--- src/nmec_pkg.sv ---
package nmec_pkg;

  // Fixed field widths
  localparam int unsigned SET_W     = 16;
  localparam int unsigned STATE_W   = 4;
  localparam int unsigned SYM_W     = 2;
  localparam int unsigned IDX_W     = 4;
  localparam int unsigned ACT_W     = 5;

  // Defaults for the top level parameters
  localparam int unsigned TABLE_ENTRIES_DEF = 16;

  // Number of NFA states that carry meaning in a set or an entry
  localparam int unsigned STATE_COUNT = 16;

  // Command codes
  localparam logic CMD_LOAD  = 1'b0;
  localparam logic CMD_QUERY = 1'b1;

  // Symbol codes
  localparam logic [SYM_W-1:0] SYM_ZERO = 2'd0;
  localparam logic [SYM_W-1:0] SYM_ONE  = 2'd1;
  localparam logic [SYM_W-1:0] SYM_EPS  = 2'd2;

  // One transition table entry, as stored
  typedef struct packed {
    logic [STATE_W-1:0] from_state;
    logic [SYM_W-1:0]   symbol;
    logic [STATE_W-1:0] to_state;
  } entry_t;

  localparam int unsigned ENTRY_W = $bits(entry_t);

  // Bit k set where state k is below the state count
  function automatic logic [SET_W-1:0] state_mask_f();
    logic [SET_W-1:0] m;
    m = '0;
    for (int k = 0; k < SET_W; k++) begin
      m[k] = (k < STATE_COUNT);
    end
    return m;
  endfunction

  localparam logic [SET_W-1:0] STATE_MASK = state_mask_f();

endpackage

--- src/nmec_ram.sv ---
module nmec_ram #(
  parameter int unsigned WIDTH = 10,
  parameter int unsigned DEPTH = 16,
  localparam int unsigned AW   = (DEPTH > 1) ? $clog2(DEPTH) : 1
) (
  input  logic             clk_i,
  input  logic             we_i,
  input  logic [AW-1:0]    waddr_i,
  input  logic [WIDTH-1:0] wdata_i,
  input  logic             re_i,
  input  logic [AW-1:0]    raddr_i,
  output logic [WIDTH-1:0] rdata_o
);

  logic [WIDTH-1:0] mem_q [DEPTH];
  logic [WIDTH-1:0] rdata_q;

  // Write one word, read one word with a registered output
  always_ff @(posedge clk_i) begin
    if (we_i) begin
      mem_q[waddr_i] <= wdata_i;
    end
    if (re_i) begin
      rdata_q <= mem_q[raddr_i];
    end
  end

  assign rdata_o = rdata_q;

endmodule

--- src/nfa_move_epsilon_closure.sv ---
// NFA move and epsilon closure, one step of the subset construction.
//
// Input channel (in_valid_i / in_stall_o): a load word writes one slot of
// the transition table; a query word brings a state bitmap and a symbol.
// Output channel (out_valid_o / out_stall_i): one word per input word,
// either the closed state set of a query or a zero acknowledge of a load.
// cfg_we_i / cfg_data_i set the number of active table entries; write it
// only while the block is idle.
//
// A query walks the table in passes, one entry per cycle through the single
// read port of the table memory, using one shared match unit: a move pass
// for symbol 0 or 1, then closure passes until a pass adds no state; a
// query takes at most 17 passes.
// Only one word is in flight; in_stall_o is high while it is at work.
// The result sits in an output register; while out_stall_i holds it, the
// next word is still taken, but its result waits until the register frees.
// Reset clears the control state and the active entry count; the table
// contents stay undefined until loaded.
module nfa_move_epsilon_closure #(
  parameter int unsigned TABLE_ENTRIES = nmec_pkg::TABLE_ENTRIES_DEF
) (
  input  logic                                clk_i,
  input  logic                                rst_ni,
  input  logic                                cfg_we_i,
  input  logic [nmec_pkg::ACT_W-1:0]          cfg_data_i,
  input  logic                                in_valid_i,
  output logic                                in_stall_o,
  input  logic                                command_i,
  input  logic [nmec_pkg::IDX_W-1:0]          entry_index_i,
  input  logic [nmec_pkg::STATE_W-1:0]        entry_from_i,
  input  logic [nmec_pkg::SYM_W-1:0]          entry_symbol_i,
  input  logic [nmec_pkg::STATE_W-1:0]        entry_to_i,
  input  logic [nmec_pkg::SET_W-1:0]          query_set_i,
  input  logic [nmec_pkg::SYM_W-1:0]          query_symbol_i,
  output logic                                out_valid_o,
  input  logic                                out_stall_i,
  output logic [nmec_pkg::SET_W-1:0]          result_set_o,
  output logic                                was_query_o
);

  import nmec_pkg::*;

  localparam int unsigned IW  = (TABLE_ENTRIES > 1) ? $clog2(TABLE_ENTRIES) : 1;
  localparam int unsigned TCW = $clog2(TABLE_ENTRIES + 1);
  localparam int unsigned CW  = (TCW > ACT_W) ? TCW : ACT_W;

  typedef enum logic [1:0] {
    ST_IDLE,
    ST_MOVE,
    ST_CLOSE,
    ST_DONE
  } state_e;

  state_e           state_q;
  logic [ACT_W-1:0] active_q;
  logic [SET_W-1:0] set_q;
  logic [SET_W-1:0] reached_q;
  logic [SYM_W-1:0] sym_q;
  logic             wq_q;
  logic [IW-1:0]    rd_idx_q;
  logic             issue_q;
  logic             vld_q;
  logic             vld_last_q;
  logic             changed_q;
  logic             out_valid_q;
  logic [SET_W-1:0] result_q;
  logic             was_query_q;

  logic             in_acc;
  logic             out_free;
  logic             out_load;
  logic [CW-1:0]    used_n;
  logic [IW-1:0]    last_idx;
  logic             ram_we;
  logic [IW-1:0]    ram_waddr;
  entry_t           ram_wdata;
  entry_t           ram_rdata;
  logic [SYM_W-1:0] match_sym;
  logic             hit;
  logic [SET_W-1:0] to_bit;
  logic [SET_W-1:0] reached_d;
  logic [SET_W-1:0] set_d;
  logic             changed_d;
  logic [SET_W-1:0] qset_masked;

  // Handshake
  assign in_stall_o = (state_q != ST_IDLE);
  assign in_acc     = in_valid_i && !in_stall_o;
  assign out_free   = !out_valid_q || !out_stall_i;
  assign out_load   = (state_q == ST_DONE) && out_free;

  // Active entries, capped at the table depth
  always_comb begin
    logic [CW-1:0] act_ext;
    logic [CW-1:0] depth_c;
    act_ext  = CW'(active_q);
    depth_c  = CW'(TABLE_ENTRIES);
    used_n   = (act_ext > depth_c) ? depth_c : act_ext;
    last_idx = IW'(used_n - CW'(1));
  end

  // Table write on a load word
  assign ram_we    = in_acc && (command_i == CMD_LOAD) &&
                     (int'(entry_index_i) < TABLE_ENTRIES);
  assign ram_waddr = IW'(entry_index_i);
  assign ram_wdata = '{from_state: entry_from_i, symbol: entry_symbol_i,
                       to_state: entry_to_i};

  nmec_ram #(
    .WIDTH (ENTRY_W),
    .DEPTH (TABLE_ENTRIES)
  ) u_table (
    .clk_i   (clk_i),
    .we_i    (ram_we),
    .waddr_i (ram_waddr),
    .wdata_i (ram_wdata),
    .re_i    (issue_q),
    .raddr_i (rd_idx_q),
    .rdata_o (ram_rdata)
  );

  // Shared match unit: one table entry against the current set
  assign match_sym = (state_q == ST_MOVE) ? sym_q : SYM_EPS;
  assign to_bit    = SET_W'(1) << ram_rdata.to_state;
  assign hit       = vld_q && (ram_rdata.symbol == match_sym) &&
                     set_q[ram_rdata.from_state] &&
                     STATE_MASK[ram_rdata.from_state] &&
                     STATE_MASK[ram_rdata.to_state];
  assign reached_d = hit ? (reached_q | to_bit) : reached_q;
  assign set_d     = hit ? (set_q | to_bit) : set_q;
  assign changed_d = changed_q || (hit && !set_q[ram_rdata.to_state]);
  assign qset_masked = query_set_i & STATE_MASK;

  // Sequencer, table walk and output register
  always_ff @(posedge clk_i or negedge rst_ni) begin
    if (!rst_ni) begin
      state_q     <= ST_IDLE;
      active_q    <= '0;
      set_q       <= '0;
      reached_q   <= '0;
      sym_q       <= '0;
      wq_q        <= 1'b0;
      rd_idx_q    <= '0;
      issue_q     <= 1'b0;
      vld_q       <= 1'b0;
      vld_last_q  <= 1'b0;
      changed_q   <= 1'b0;
      out_valid_q <= 1'b0;
      result_q    <= '0;
      was_query_q <= 1'b0;
    end else begin
      if (cfg_we_i) begin
        active_q <= cfg_data_i;
      end

      // Load a finished result, or drop the output word once taken
      if (out_load) begin
        out_valid_q <= 1'b1;
        result_q    <= set_q;
        was_query_q <= wq_q;
      end else if (out_valid_q && !out_stall_i) begin
        out_valid_q <= 1'b0;
      end

      // Advance the read pointer while a pass issues reads
      vld_q      <= issue_q;
      vld_last_q <= issue_q && (rd_idx_q == last_idx);
      if (issue_q) begin
        if (rd_idx_q == last_idx) begin
          issue_q <= 1'b0;
        end else begin
          rd_idx_q <= rd_idx_q + IW'(1);
        end
      end

      unique case (state_q)
        ST_IDLE: begin
          if (in_acc) begin
            if (command_i == CMD_LOAD) begin
              set_q   <= '0;
              wq_q    <= 1'b0;
              state_q <= ST_DONE;
            end else begin
              wq_q      <= 1'b1;
              sym_q     <= query_symbol_i;
              reached_q <= '0;
              changed_q <= 1'b0;
              rd_idx_q  <= '0;
              if (used_n == '0) begin
                set_q   <= (query_symbol_i == SYM_ZERO || query_symbol_i == SYM_ONE)
                           ? '0 : qset_masked;
                state_q <= ST_DONE;
              end else begin
                set_q   <= qset_masked;
                issue_q <= 1'b1;
                state_q <= (query_symbol_i == SYM_ZERO || query_symbol_i == SYM_ONE)
                           ? ST_MOVE : ST_CLOSE;
              end
            end
          end
        end

        ST_MOVE: begin
          reached_q <= reached_d;
          if (vld_last_q) begin
            // Move done: close over the reached states
            set_q     <= reached_d;
            changed_q <= 1'b0;
            rd_idx_q  <= '0;
            issue_q   <= 1'b1;
            state_q   <= ST_CLOSE;
          end
        end

        ST_CLOSE: begin
          set_q     <= set_d;
          changed_q <= vld_last_q ? 1'b0 : changed_d;
          if (vld_last_q) begin
            if (changed_d) begin
              rd_idx_q <= '0;
              issue_q  <= 1'b1;
            end else begin
              state_q <= ST_DONE;
            end
          end
        end

        ST_DONE: begin
          // Hold the result until the output register frees
          if (out_free) begin
            state_q <= ST_IDLE;
          end
        end

        default: begin
          state_q <= ST_IDLE;
        end
      endcase
    end
  end

  assign out_valid_o  = out_valid_q;
  assign result_set_o = result_q;
  assign was_query_o  = was_query_q;

endmodule

--- config.mk ---
export PLATFORM = sky130hd
export DESIGN_NAME = nfa_move_epsilon_closure
export DESIGN_NICKNAME = d
export VERILOG_FILES = /design/src/nmec_pkg.sv /design/src/nmec_ram.sv /design/src/nfa_move_epsilon_closure.sv
export SDC_FILE = /design/constraint.sdc
export NUM_CORES = 1
export LEC_CHECK = 0
export ABC_AREA = 1
export ABC_CLOCK_PERIOD_IN_PS = 4130
export BUFFER_PORTS_ARGS = -buffer_cell sky130_fd_sc_hd__buf_2
export CORE_ASPECT_RATIO = 1.2
export CORE_MARGIN = 2
export CORE_UTILIZATION = 35
export CTS_BUF_LIST = sky130_fd_sc_hd__clkbuf_8
export DETAILED_ROUTE_END_ITERATION = 7
export PLACE_DENSITY = 0.61
export REMOVE_ABC_BUFFERS = 1
export SLEW_MARGIN = 10
export SYNTH_ARGS = -nofsm -noshare
export SYNTH_HDL_FRONTEND = slang
export SYNTH_SLANG_ARGS = --single-unit
--- constraint.sdc ---
create_clock -name clk_i -period 4.13 [get_ports clk_i]
set_clock_uncertainty 0.05 [all_clocks]
set_input_delay 0.826 -clock clk_i [delete_from_list [all_inputs] [get_ports clk_i]]
set_output_delay 0.826 -clock clk_i [all_outputs]
set_load 0.02 [all_outputs]
==> results of run 1 <==
flip-flops by register name (all words and copies together), names as in the netlist:
register / count
reached_q: 16
wq_q: 1
set_q: 16
issue_q: 1
vld_last_q: 1
u_table.mem_q: 160
vld_q: 1
result_set_o: 16
u_table.rdata_o: 10
sym_q: 2
changed_q: 1
was_query_o: 1
active_q: 5
rd_idx_q: 4
out_valid_o: 1
state_q: 2
layer usage:
metal  part of all wire  GRT usage
met1               0.44      0.220
met5                  0          0
met4              0.024     0.0534
met2               0.48      0.271
met3              0.056     0.0299
cells by family (layout without fill, tap and decap cells):
group	Yosys count	count (layout)	synth area share
AO/OA/AOI/OAI	223	223	0.123
XOR/XNOR	4	4	0.00330
adder cells (fa/ha/maj)	7	7	0.00824
buffers and inverters	128	209	0.0498
flip-flops	238	238	0.640
multiplexers	8	8	0.00847
AND/OR/NAND/NOR	431	431	0.167
worst max-delay path by stage:
stage	end	slack, ps
final	u_table.mem_q[11][6]	1200
after floorplan	rd_idx_q[3]	860
after global placement	u_table.mem_q[11][1]	1180
after global routing	set_q[13]	830
after detailed placement	u_table.mem_q[11][2]	1130
after CTS	set_q[5]	1170
layout make-up:
class | count | area [µm²] | area share
inverter | 75 | 285 | 0.0238
sequential | 238 | 6810 | 0.568
multi-input combinational | 673 | 3300 | 0.275
clock buffer | 41 | 564 | 0.0471
timing repair buffer | 67 | 353 | 0.0294
clock inverter | 26 | 189 | 0.0158
tap | 390 | 488 | 0.0407
power breakdown:
part	leakage [nW]	switching [mW]	internal, mW
clock network	0.425	0.933	1.06
logic	1.92	1.91	0.863
registers	2.40	0.345	2.91
total	4.75	3.19	4.83
placed cells by master, fill, tap and decap left out, types with 3 or more instances in the layout:
cell type  synthesis  routed
o22ai_1           15      15
nor2_1           157     157
dfrtp_1           68      67
nor3_1            16      16
o21ai_0          128     127
clkbuf_8           0      41
clkinv_2           1       6
edfxtp_1         170     170
nand4_1            3       3
inv_1             69      79
buf_2              5      60
nand3_1           52      52
o21ai_1           10      10
nand2_2           15      15
a21oi_1           18      18
buf_4              4       7
a21oi_2           10      10
xor2_1             3       3
nand2_1          186     186
ha_1               7       7
mux2_2             8       8
o211ai_1          13      13
clkinv_1           2       8
o221ai_1          27      27
critical path: cells and delay by family (launching register included):
family / cells / cell delay [ps]
fa+ha+maj: 1 / 290
buf+inv: 1 / 130
simple gates: 4 / 1670
flops: 1 / 410
==> tab_implementation.tex, run 1 <==
\begin{tabular}{lr}
\hline
Metric & Value \\
\hline
\multicolumn{2}{l}{\textbf{Outcome}} \\
Result of the run & completed \\
\multicolumn{2}{l}{\textbf{Critical path}} \\
Setup CP Type & reg -> reg \\
Startpoint type of the worst setup path & flop \\
Cell with the largest stage delay on the worst path & nor2\_1 \\
Reg2reg end & u\_table.mem\_q[11][6] \\
Logic depth of the worst register-to-register path & 6 \\
Data required time of the critical path & 4240 ps \\
Reg-to-reg slack, setup & approximately 1200 ps \\
Most common cell type on the critical path & nor2\_1 \\
Critical-path cell list & inv\_1 > ha\_1 > nand2\_1 > nor2\_1 > nand3\_1 > nor2\_1 \\
Max Fanout on Critical Path & 10 \\
Peak per-stage delay on the critical path & slightly above 800 ps \\
CP Data Arrival Time & $\sim$3000 ps \\
Crit end category & flop \\
Origin of the critical flop-to-flop path & state\_q[0] \\
Launching instance or port of the critical path & state\_q[0] \\
\multicolumn{2}{l}{\textbf{Synthesis}} \\
Number of instances in the synthesized netlist & 1,039 \\
Cell types with the highest counts after synthesis & nand2\_1 (186), edfxtp\_1 (170), nor2\_1 (157), o21ai\_0 (128), inv\_1 (69) \\
Total number of yosys warnings & 0 \\
Average size of a mapped cell & 10.2 µm² \\
Most frequent cell after synthesis & nand2\_1 \\
Most common flop cell mapped by yosys & edfxtp\_1 \\
Post-synthesis cell type with the largest combined area & edfxtp\_1 \\
Synth async-reset ratio & 0.286 \\
Post-synthesis instance area & 0.0106 mm² \\
Largest cells by area after synthesis & edfxtp\_1 (48\%), dfrtp\_1 (16\%), nand2\_1 (6.6\%), o21ai\_0 (6.0\%), nor2\_1 (5.5\%) \\
Distinct cell type count of the synthesized netlist & 34 \\
Yosys reg bits & about 240 \\
Portion of synthesized cell area occupied by the leading cell type & 0.480 \\
Number of enable-type register cells in the synthesized netlist & 170 \\
Sequential fraction of the synthesis area & 0.640 \\
\multicolumn{2}{l}{\textbf{Power}} \\
Static leakage & 4.75 nW \\
PD cells & around 670 mW/mm² \\
Final total power & roughly 8.0 mW \\
Worst vdd rail ir drop & approximately 290 µV \\
\multicolumn{2}{l}{\textbf{Job}} \\
Number of maximum-capacitance violations & 0 \\
\multicolumn{2}{l}{\textbf{CTS}} \\
Maximum number of buffers from clock root to sink & 3 \\
CTS clk-pin slew, worst paths & about 60 ps \\
Library cell used as clock root buffer & clkbuf\_8 \\
Buffers inserted by post-CTS timing repair & 0 \\
CTS hold repair buffers & 0 \\
Clock buffer count from CTS & 39 \\
Worst-Skew Late Latency & between 500 and 600 ps \\
Total clock sinks & 238 \\
CTS tree & yes \\
Post-cts repair resize count & 0 \\
\# H-tree levels & 2 \\
\multicolumn{2}{l}{\textbf{Global route}} \\
Total routing usage reported by global routing & 0.165 \\
Antenna violations before repair & 0 \\
First-pass GRT wire length & between 40,000 and 50,000 µm \\
Vias in the first global route & around 7.5k \\
Aggregate global routing overflow & 0 \\
Pin count of the biggest net entering global routing & 69 \\
\multicolumn{2}{l}{\textbf{Routing}} \\
Average via count per standard cell & 5.02 \\
Drt total wl & roughly 26,000 µm \\
Via count of the routed design & between 7k and 8k \\
First-pass iteration count of the detailed router & 5 \\
Detailed router's first-iteration violation count & 652 \\
WL/cell & between 15 and 20 µm \\
Number of nets with antenna violations after routing & 0 \\
Detailed-route DRC error count & 0 \\
\multicolumn{2}{l}{\textbf{Cells and area}} \\
Fraction of layout instances using a drive strength above 1 & 0.143 \\
Number of antenna repair diodes & 0 \\
Number of nets in the layout & 1,144 \\
Core occupancy in the finished layout & 0.402 \\
Final Cell Area & about 0.012 mm² \\
Fin cells & between 1.5k and 2k \\
P\&R area growth vs syn & 12.7\% \\
Final-layout fill cell count & 2,928 \\
\multicolumn{2}{l}{\textbf{Place}} \\
Area of placed instances & 0.0112 mm² \\
Weighted congestion reported at the end of routability-driven placement & between 0.8 and 0.9 \\
Detailed placement HPWL & 16,400 µm \\
Worst Setup Slack post-DPL & 1130 ps \\
Instance count after placement with tap cells included & between 1k and 1.5k \\
Input/output buffers & between 60 and 70 \\
\multicolumn{2}{l}{\textbf{Timing}} \\
Hold Fails Final Rpt & 0 \\
Fraction of the cycle the final worst path needs & 0.709 \\
Unrepaired setup endpoints after global routing & no \\
Headroom to the max-slew limit & 0.237 \\
Slew at the pin closest to its max-slew limit & $\sim$1100 ps \\
Setup-failing EPs final & 0 \\
Total Negative Setup Slacks & 0 ps \\
Crit path setup slack, layout & 1200 ps \\
Hold Slack & 364 ps \\
Number of pins with negative max-slew slack in the final report & 0 \\
Minimum period implied by the final worst setup slack & 2930 ps \\
Top achievable clock speed & 0.342 GHz \\
\multicolumn{2}{l}{\textbf{Die}} \\
Initial standard-cell utilization of the core & 0.357 \\
Floorplan die width & roughly 160 µm \\
Number of placement rows & 69 \\
Die span in y & slightly below 200 µm \\
Placeable core region & roughly 0.030 mm² \\
I/O pin count & 62 \\
Die outline area & 0.0318 mm² \\
\multicolumn{2}{l}{\textbf{Worst hold path}} \\
Path type of the worst min-delay path & in -> async \\
\hline
\end{tabular}
No activity file was read; power rests on OpenSTA's default activity.
==> inputs of run 2 (changes only) <==
- ABC_CLOCK_PERIOD_IN_PS: 4130 -> 2600
- PLACE_DENSITY: 0.61 -> 0.63
- clock period: 4.13 -> 2.6 ns (I/O delays scaled with it)
==> run 2 against run 1 <==
  * Cell count grew 3.0%
  * Combinational power grew 74%
  * Worst hold slack lost 190 ps
  * Highest routed layer unchanged
==> tab_implementation.tex, run 2 (same netlist as run 1, synthesis figures left out) <==
\begin{tabular}{lr}
\hline
Metric & Value \\
\hline
\multicolumn{2}{l}{\textbf{CTS}} \\
CTS clk-pin slew, worst paths & 60 ps (about the same) \\
Maximum number of buffers from clock root to sink & 3 (unchanged) \\
\# H-tree levels & 2 (unchanged) \\
CTS tree & yes (unchanged) \\
Total clock sinks & 238 (unchanged) \\
Library cell used as clock root buffer & clkbuf\_8 (unchanged) \\
Worst-Skew Late Latency & 540 ps (was 550 ps) \\
Clock buffer count from CTS & 42 (was 39) \\
\multicolumn{2}{l}{\textbf{Cells and area}} \\
Final Cell Area & 0.0123 mm² (was 0.0120 mm²) \\
Most frequent cells in the layout & nand2\_1 (185), edfxtp\_1 (170), nor2\_1 (157) (was nand2\_1 (186), edfxtp\_1 (170), nor2\_1 (157)) \\
P\&R area growth vs syn & 15.8\% (was 12.7\%) \\
Fin cells & 1,555 (was 1,510) \\
Core occupancy in the finished layout & 0.413 (was 0.402) \\
Fraction of layout instances using a drive strength above 1 & 0.174 (was 0.143) \\
Register with the most flip-flops & u\_table.mem\_q (unchanged) \\
Number of nets in the layout & 1,185 (was 1,144) \\
Number of antenna repair diodes & 0 (unchanged) \\
Number of flip-flops in the largest register & 160 (unchanged) \\
Most common library cell in the layout ignoring fill and taps & nand2\_1 (unchanged) \\
\multicolumn{2}{l}{\textbf{Die}} \\
Initial standard-cell utilization of the core & 0.357 (unchanged) \\
I/O pin count & 62 (unchanged) \\
Floorplan die width & 163 µm (unchanged) \\
Die span in y & 195 µm (unchanged) \\
Placeable core region & 0.0298 mm² (unchanged) \\
Number of placement rows & 69 (unchanged) \\
Die outline area & 0.0318 mm² (unchanged) \\
\multicolumn{2}{l}{\textbf{Power}} \\
Switching share of power & 0.401 (was 0.398) \\
Internal power & 7.78 mW (was 4.83 mW) \\
Psw & 5.22 mW (was 3.19 mW) \\
PD cells & 1060 mW/mm² (was 669 mW/mm²) \\
Relative contribution of combinational cells to total power & 0.373 (was 0.346) \\
Clock power share & 0.238 (was 0.248) \\
Final total power & 13.0 mW (was 8.02 mW) \\
Static leakage & 4.95 nW (was 4.75 nW) \\
Fraction of power consumed by sequential logic & 0.389 (was 0.406) \\
Worst vdd rail ir drop & 440 µV (was 288 µV) \\
\multicolumn{2}{l}{\textbf{Routing}} \\
Via count of the routed design & 7,890 (was 7,577) \\
Number of nets with antenna violations after routing & 0 (unchanged) \\
WL/cell & 17.1 µm (was 17.0 µm) \\
Drt total wl & 26,600 µm (was 25,700 µm) \\
Average via count per standard cell & 5.07 (was 5.02) \\
Detailed-route DRC error count & 0 (unchanged) \\
Detailed router's first-iteration violation count & 606 (was 652) \\
First-pass iteration count of the detailed router & 6 (was 5) \\
\multicolumn{2}{l}{\textbf{Global route}} \\
Antenna violations before repair & 0 (unchanged) \\
Pin count of the biggest net entering global routing & 53 (was 69) \\
Total routing usage reported by global routing & 0.167 (was 0.165) \\
Aggregate global routing overflow & 0 (unchanged) \\
First-pass GRT wire length & 41,000 µm (was 40,900 µm) \\
Vias in the first global route & 7,549 (was 7,506) \\
\multicolumn{2}{l}{\textbf{Timing}} \\
Top achievable clock speed & 0.430 GHz (was 0.342 GHz) \\
Setup-failing EPs final & 0 (unchanged) \\
Hold Slack & 174 ps (was 364 ps) \\
Fraction of the cycle the final worst path needs & 0.895 (was 0.709) \\
Headroom to the max-slew limit & 0.479 (was 0.237) \\
Hold Fails Final Rpt & 0 (unchanged) \\
Total Negative Setup Slacks & 0 ps (unchanged) \\
Number of pins with negative max-slew slack in the final report & 0 (unchanged) \\
Slew at the pin closest to its max-slew limit & 781 ps (was 1140 ps) \\
Minimum period implied by the final worst setup slack & 2330 ps (was 2930 ps) \\
Unrepaired setup endpoints after global routing & no (unchanged) \\
Crit path setup slack, layout & 272 ps (was 1200 ps) \\
\multicolumn{2}{l}{\textbf{Critical path}} \\
CP Data Arrival Time & 2680 ps (was 3040 ps) \\
Startpoint type of the worst setup path & flop (unchanged) \\
Crit end category & flop (unchanged) \\
Origin of the critical flop-to-flop path & active\_q[0] (was state\_q[0]) \\
Data required time of the critical path & 2960 ps (was 4240 ps) \\
Launching instance or port of the critical path & active\_q[0] (was state\_q[0]) \\
Setup CP Type & reg -> reg (unchanged) \\
Max Fanout on Critical Path & 6 (was 10) \\
\multicolumn{2}{l}{\textbf{Place}} \\
Weighted congestion reported at the end of routability-driven placement & 0.846 (was 0.896) \\
Worst Setup Slack post-DPL & 260 ps (was 1130 ps) \\
Area of placed instances & 0.0115 mm² (was 0.0112 mm²) \\
Instance count after placement with tap cells included & 1,479 (was 1,443) \\
Detailed placement HPWL & 17,100 µm (was 16,400 µm) \\
Input/output buffers & 61 (unchanged) \\
\multicolumn{2}{l}{\textbf{Worst hold path}} \\
Path type of the worst min-delay path & in -> reg (was in -> async) \\
Launch instance of the worst min-delay path & cfg\_data\_i[4] \\
\multicolumn{2}{l}{\textbf{Outcome}} \\
Result of the run & completed (unchanged) \\
\multicolumn{2}{l}{\textbf{Job}} \\
Number of maximum-capacitance violations & 0 (unchanged) \\
\hline
\end{tabular}
[run 2: cell types whose count changed in the layout (fill, tap and decap cells not counted), sizes merged]
cell and delta:
clkinv +4, bufinv -2, clkbuf +4, dlygate4sd3 +1, inv -1, clkinvlp +2
buf +37
[run 2: what timing repair did]
| action | 4_1_cts | 5_1_grt |
|---|---|---|
| resized for setup | 0 | 1 |
| setup buffers | 0 | 1 |
| hold endpoints to repair | 23 | 0 |
| hold buffers | 1 | 0 |
| endpoints found under the setup margin | 0 | 2 |
[run 2: final cells by class]
cell class              instances  area, µm²
repair buffers                105        666
fillers                      2895      17500
well taps                     390        488
flip-flops and latches        238       6810
multi-input cells             673       3300
clock inverters                29        139
inverters                      75        285
clock buffers                  45        619
[run 2: worst paths after layout]
kind | to | slack [ps] | cells past startpoint
min in group asynchronous | rd_idx_q[2] | 400 | 2
max | issue_q | 270 | 14
max reg2reg | issue_q | 270 | 14
min | active_q[4] | 170 | 3
max in group asynchronous | result_set_o[2] | 1520 | 3
min reg2reg | result_set_o[13] | 430 | 2
[run 2: worst max-delay path, stage by stage (launching register included)]
cell and delay (ps):
dfrtp_1 400, nor2_1 160, nand2_1 80, o21ai_0 150, nand2_1 80, ha_1 300, xnor2_1 130, a21oi_1 130
nand4_1 210, nand2_2 190, nand2_1 60, nand2_1 60, nand2_1 50, nor2_1 80, a21oi_1 70
[run 2: power by group through the flow]
| stage | registers [mW] | clock network [mW] | logic (mW) |
|---|---|---|---|
| 5_1_grt | 5.12 | 3.35 | 5.43 |
| 6_report | 5.06 | 3.09 | 4.85 |
| 4_1_cts | 5.05 | 3.18 | 4.87 |
| 2_1_floorplan | 5.32 | 0 | 2.82 |
| 3_3_place_gp | 5.10 | 0 | 4.79 |
| 3_5_place_dp | 5.12 | 0 | 4.85 |
[run 2: routing by layer]
layer / track usage / part of all wire / vias up
met5: 0 / 0 / -
met4: 0.0626 / 0.030 / 0
met3: 0.0280 / 0.069 / 62
li1: - / - / 3791
met1: 0.217 / 0.42 / 3739
met2: 0.279 / 0.48 / 298
==> inputs of run 3 (changes only) <==
- PLACE_DENSITY: 0.63 -> default
==> run 3 against run 2 <==
  * Cell area increased by 0.35%
  * Worst hold slack got worse by 27 ps
  * Sequential share of layout area is 0.19 points lower
  * Largest power group unchanged
==> tab_implementation.tex, run 3 (same netlist as run 1, synthesis figures left out) <==
\begin{tabular}{lr}
\hline
Metric & Value \\
\hline
\multicolumn{2}{l}{\textbf{Outcome}} \\
Result of the run & completed (unchanged) \\
\multicolumn{2}{l}{\textbf{Routing}} \\
Drt total wl & 26,800 µm (was 26,600 µm) \\
Number of nets with antenna violations after routing & 0 (unchanged) \\
Detailed router's first-iteration violation count & 626 (was 606) \\
WL/cell & 17.3 µm (was 17.1 µm) \\
First-pass iteration count of the detailed router & 5 (was 6) \\
Average via count per standard cell & 5.03 (was 5.07) \\
Detailed-route DRC error count & 0 (unchanged) \\
Via count of the routed design & 7,802 (was 7,890) \\
\multicolumn{2}{l}{\textbf{Timing}} \\
Hold Slack & 147 ps (was 174 ps) \\
Top achievable clock speed & 0.438 GHz (was 0.430 GHz) \\
Setup-failing EPs final & 0 (unchanged) \\
Headroom to the max-slew limit & 0.588 (was 0.479) \\
Hold Fails Final Rpt & 0 (unchanged) \\
Unrepaired setup endpoints after global routing & no (unchanged) \\
Slew at the pin closest to its max-slew limit & 617 ps (was 781 ps) \\
Fraction of the cycle the final worst path needs & 0.879 (was 0.895) \\
Total Negative Setup Slacks & 0 ps (unchanged) \\
Number of pins with negative max-slew slack in the final report & 0 (unchanged) \\
Minimum period implied by the final worst setup slack & 2280 ps (was 2330 ps) \\
\multicolumn{2}{l}{\textbf{Cells and area}} \\
Number of antenna repair diodes & 0 (unchanged) \\
Most common library cell in the layout ignoring fill and taps & nand2\_1 (unchanged) \\
Register with the most flip-flops & u\_table.mem\_q (unchanged) \\
Fraction of layout instances using a drive strength above 1 & 0.171 (was 0.174) \\
P\&R area growth vs syn & 16.2\% (was 15.8\%) \\
Number of flip-flops in the largest register & 160 (unchanged) \\
Number of nets in the layout & 1,185 (unchanged) \\
Core occupancy in the finished layout & 0.415 (was 0.413) \\
Most frequent cells in the layout & nand2\_1 (185), edfxtp\_1 (170), nor2\_1 (156) (was nand2\_1 (185), edfxtp\_1 (170), nor2\_1 (157)) \\
\multicolumn{2}{l}{\textbf{Critical path}} \\
Most common cell type on the critical path & nand2\_1 (unchanged) \\
Max Fanout on Critical Path & 6 (unchanged) \\
Startpoint type of the worst setup path & flop (unchanged) \\
Crit end category & flop (unchanged) \\
Cell with the largest stage delay on the worst path & dfrtp\_1 (unchanged) \\
Setup CP Type & reg -> reg (unchanged) \\
Critical-path cell list & inv\_1 > ha\_1 > nand2\_1 > nor2\_2 > nand2\_1 > nor2\_1 > buf\_4 (was nor2\_1 > nand2\_1 > o21ai\_0 > nand2\_1 > ha\_1 > xnor2\_1 > a21oi\_1 > nand4\_1 > nand2\_2 > nand2\_1 > nand2\_1 > nand2\_1 > nor2\_1 > a21oi\_1) \\
Crit path buffers/inverters & 2 (was 0) \\
Peak per-stage delay on the critical path & 410 ps (was 400 ps) \\
CP Data Arrival Time & 2470 ps (was 2680 ps) \\
Data required time of the critical path & 2790 ps (was 2960 ps) \\
Cell type group with the largest total delay on the critical path & simple AND/OR/NAND/NOR gates (unchanged) \\
\multicolumn{2}{l}{\textbf{CTS}} \\
\# H-tree levels & 2 (unchanged) \\
CTS clk-pin slew, worst paths & 60 ps (about the same) \\
CTS tree & yes (unchanged) \\
Worst-Skew Late Latency & 540 ps (about the same) \\
Library cell used as clock root buffer & clkbuf\_8 (unchanged) \\
Total clock sinks & 238 (unchanged) \\
Clock buffer count from CTS & 41 (was 42) \\
Maximum number of buffers from clock root to sink & 3 (unchanged) \\
\multicolumn{2}{l}{\textbf{Power}} \\
Fraction of power consumed by sequential logic & 0.384 (was 0.389) \\
Switching share of power & 0.395 (was 0.401) \\
Worst vdd rail ir drop & 453 µV (was 440 µV) \\
Final total power & 13.1 mW (was 13.0 mW) \\
Relative contribution of combinational cells to total power & 0.373 (about the same) \\
Internal power & 7.93 mW (was 7.78 mW) \\
Clock power share & 0.244 (was 0.238) \\
Static leakage & 4.96 nW (was 4.95 nW) \\
Psw & 5.19 mW (was 5.22 mW) \\
PD cells & 1060 mW/mm² (about the same) \\
\multicolumn{2}{l}{\textbf{Place}} \\
Input/output buffers & 61 (unchanged) \\
Weighted congestion reported at the end of routability-driven placement & 0.870 (was 0.846) \\
Detailed placement HPWL & 17,600 µm (was 17,100 µm) \\
\multicolumn{2}{l}{\textbf{Worst hold path}} \\
Path type of the worst min-delay path & in -> reg (unchanged) \\
\multicolumn{2}{l}{\textbf{Die}} \\
Floorplan die width & 163 µm (unchanged) \\
Placeable core region & 0.0298 mm² (unchanged) \\
Die outline area & 0.0318 mm² (unchanged) \\
I/O pin count & 62 (unchanged) \\
Die span in y & 195 µm (unchanged) \\
Number of placement rows & 69 (unchanged) \\
Initial standard-cell utilization of the core & 0.357 (unchanged) \\
\multicolumn{2}{l}{\textbf{Global route}} \\
First-pass GRT wire length & 42,500 µm (was 41,000 µm) \\
Vias in the first global route & 7,735 (was 7,549) \\
Total routing usage reported by global routing & 0.172 (was 0.167) \\
Antenna violations before repair & 0 (unchanged) \\
Pin count of the biggest net entering global routing & 85 (was 53) \\
Aggregate global routing overflow & 0 (unchanged) \\
\multicolumn{2}{l}{\textbf{Job}} \\
Number of maximum-capacitance violations & 0 (unchanged) \\
\hline
\end{tabular}
==> run 3: cell count changes in the layout (fill, tap and decap cells not counted) <==
| cell | before | now |
|---|---|---|
| clkinv_2 | 9 | 2 |
| buf_12 | 2 | 4 |
| bufinv_16 | 0 | 2 |
| buf_4 | 42 | 41 |
| clkbuf_8 | 45 | 44 |
| clkinv_4 | 0 | 1 |
| clkinv_8 | 1 | 0 |
| inv_1 | 79 | 80 |
| nor2_1 | 157 | 156 |
| nor2_2 | 0 | 1 |
==> run 3: stage by stage <==
| stage | instance area, µm² | setup WS [ps] | cells |
|---|---|---|---|
| after floorplan | 10400 | -673 | 986 |
| after global placement | 11600 | 269 | 1479 |
| after detailed placement | 11600 | 199 | 1479 |
| after CTS | 12300 | 173 | 1549 |
| after global routing | 12300 | 70.2 | 1551 |
| final | 12300 | 316 | 1551 |
==> run 3: area by class of cell <==
class                      count  area (µm²)
multi-input combinational    673        3300
inverter                      75         285
fill                        2847       17400
clock buffer                  44         606
tap                          390         488
sequential                   238        6810
timing repair buffer         106         698
clock inverter                25         160
==> run 3: worst paths after layout <==
path	cells after the start	from	slack [ps]	endpoint
setup / recovery	7	state_q[0]	320	u_table.mem_q[1][8]
hold / removal	3	cfg_data_i[4]	150	active_q[4]
setup reg to reg	7	state_q[0]	320	u_table.mem_q[1][8]
hold reg to reg	2	result_set_o[11]	430	result_set_o[11]
max in group asynchronous	3	rst_ni	1560	reached_q[12]
min in group asynchronous	2	rst_ni	370	result_set_o[9]
==> run 3: per-layer routing <==
metal,global-route usage,part of all wire,wire [µm],vias up
met3,0.0318,0.059,1590,46
li1,-,-,-,3790
met5,0,0,0,-
met4,0.0518,0.022,580,0
met1,0.224,0.43,11500,3735
met2,0.289,0.49,13200,231
==> run 3: worst min-delay path: stages <==
cell     delay [ps]
buf_2            70
nand2_1          40
o21ai_0          60
==> run 3: what timing repair did <==
item | in CTS | in global routing
hold endpoints to repair | 22 | 0
setup endpoints to repair | 0 | 8
resized for setup | 0 | 2
hold buffers | 1 | 0
buffers inserted | 0 | 2
==> run 3: power by group through the flow <==
| stage | logic, mW | registers [mW] | clock network (mW) |
|---|---|---|---|
| after floorplan | 2.82 | 5.32 | 0 |
| after global placement | 4.84 | 5.09 | 0 |
| after detailed placement | 4.89 | 5.10 | 0 |
| after CTS | 4.91 | 5.03 | 3.29 |
| after global routing | 5.47 | 5.10 | 3.48 |
| final | 4.89 | 5.04 | 3.20 |
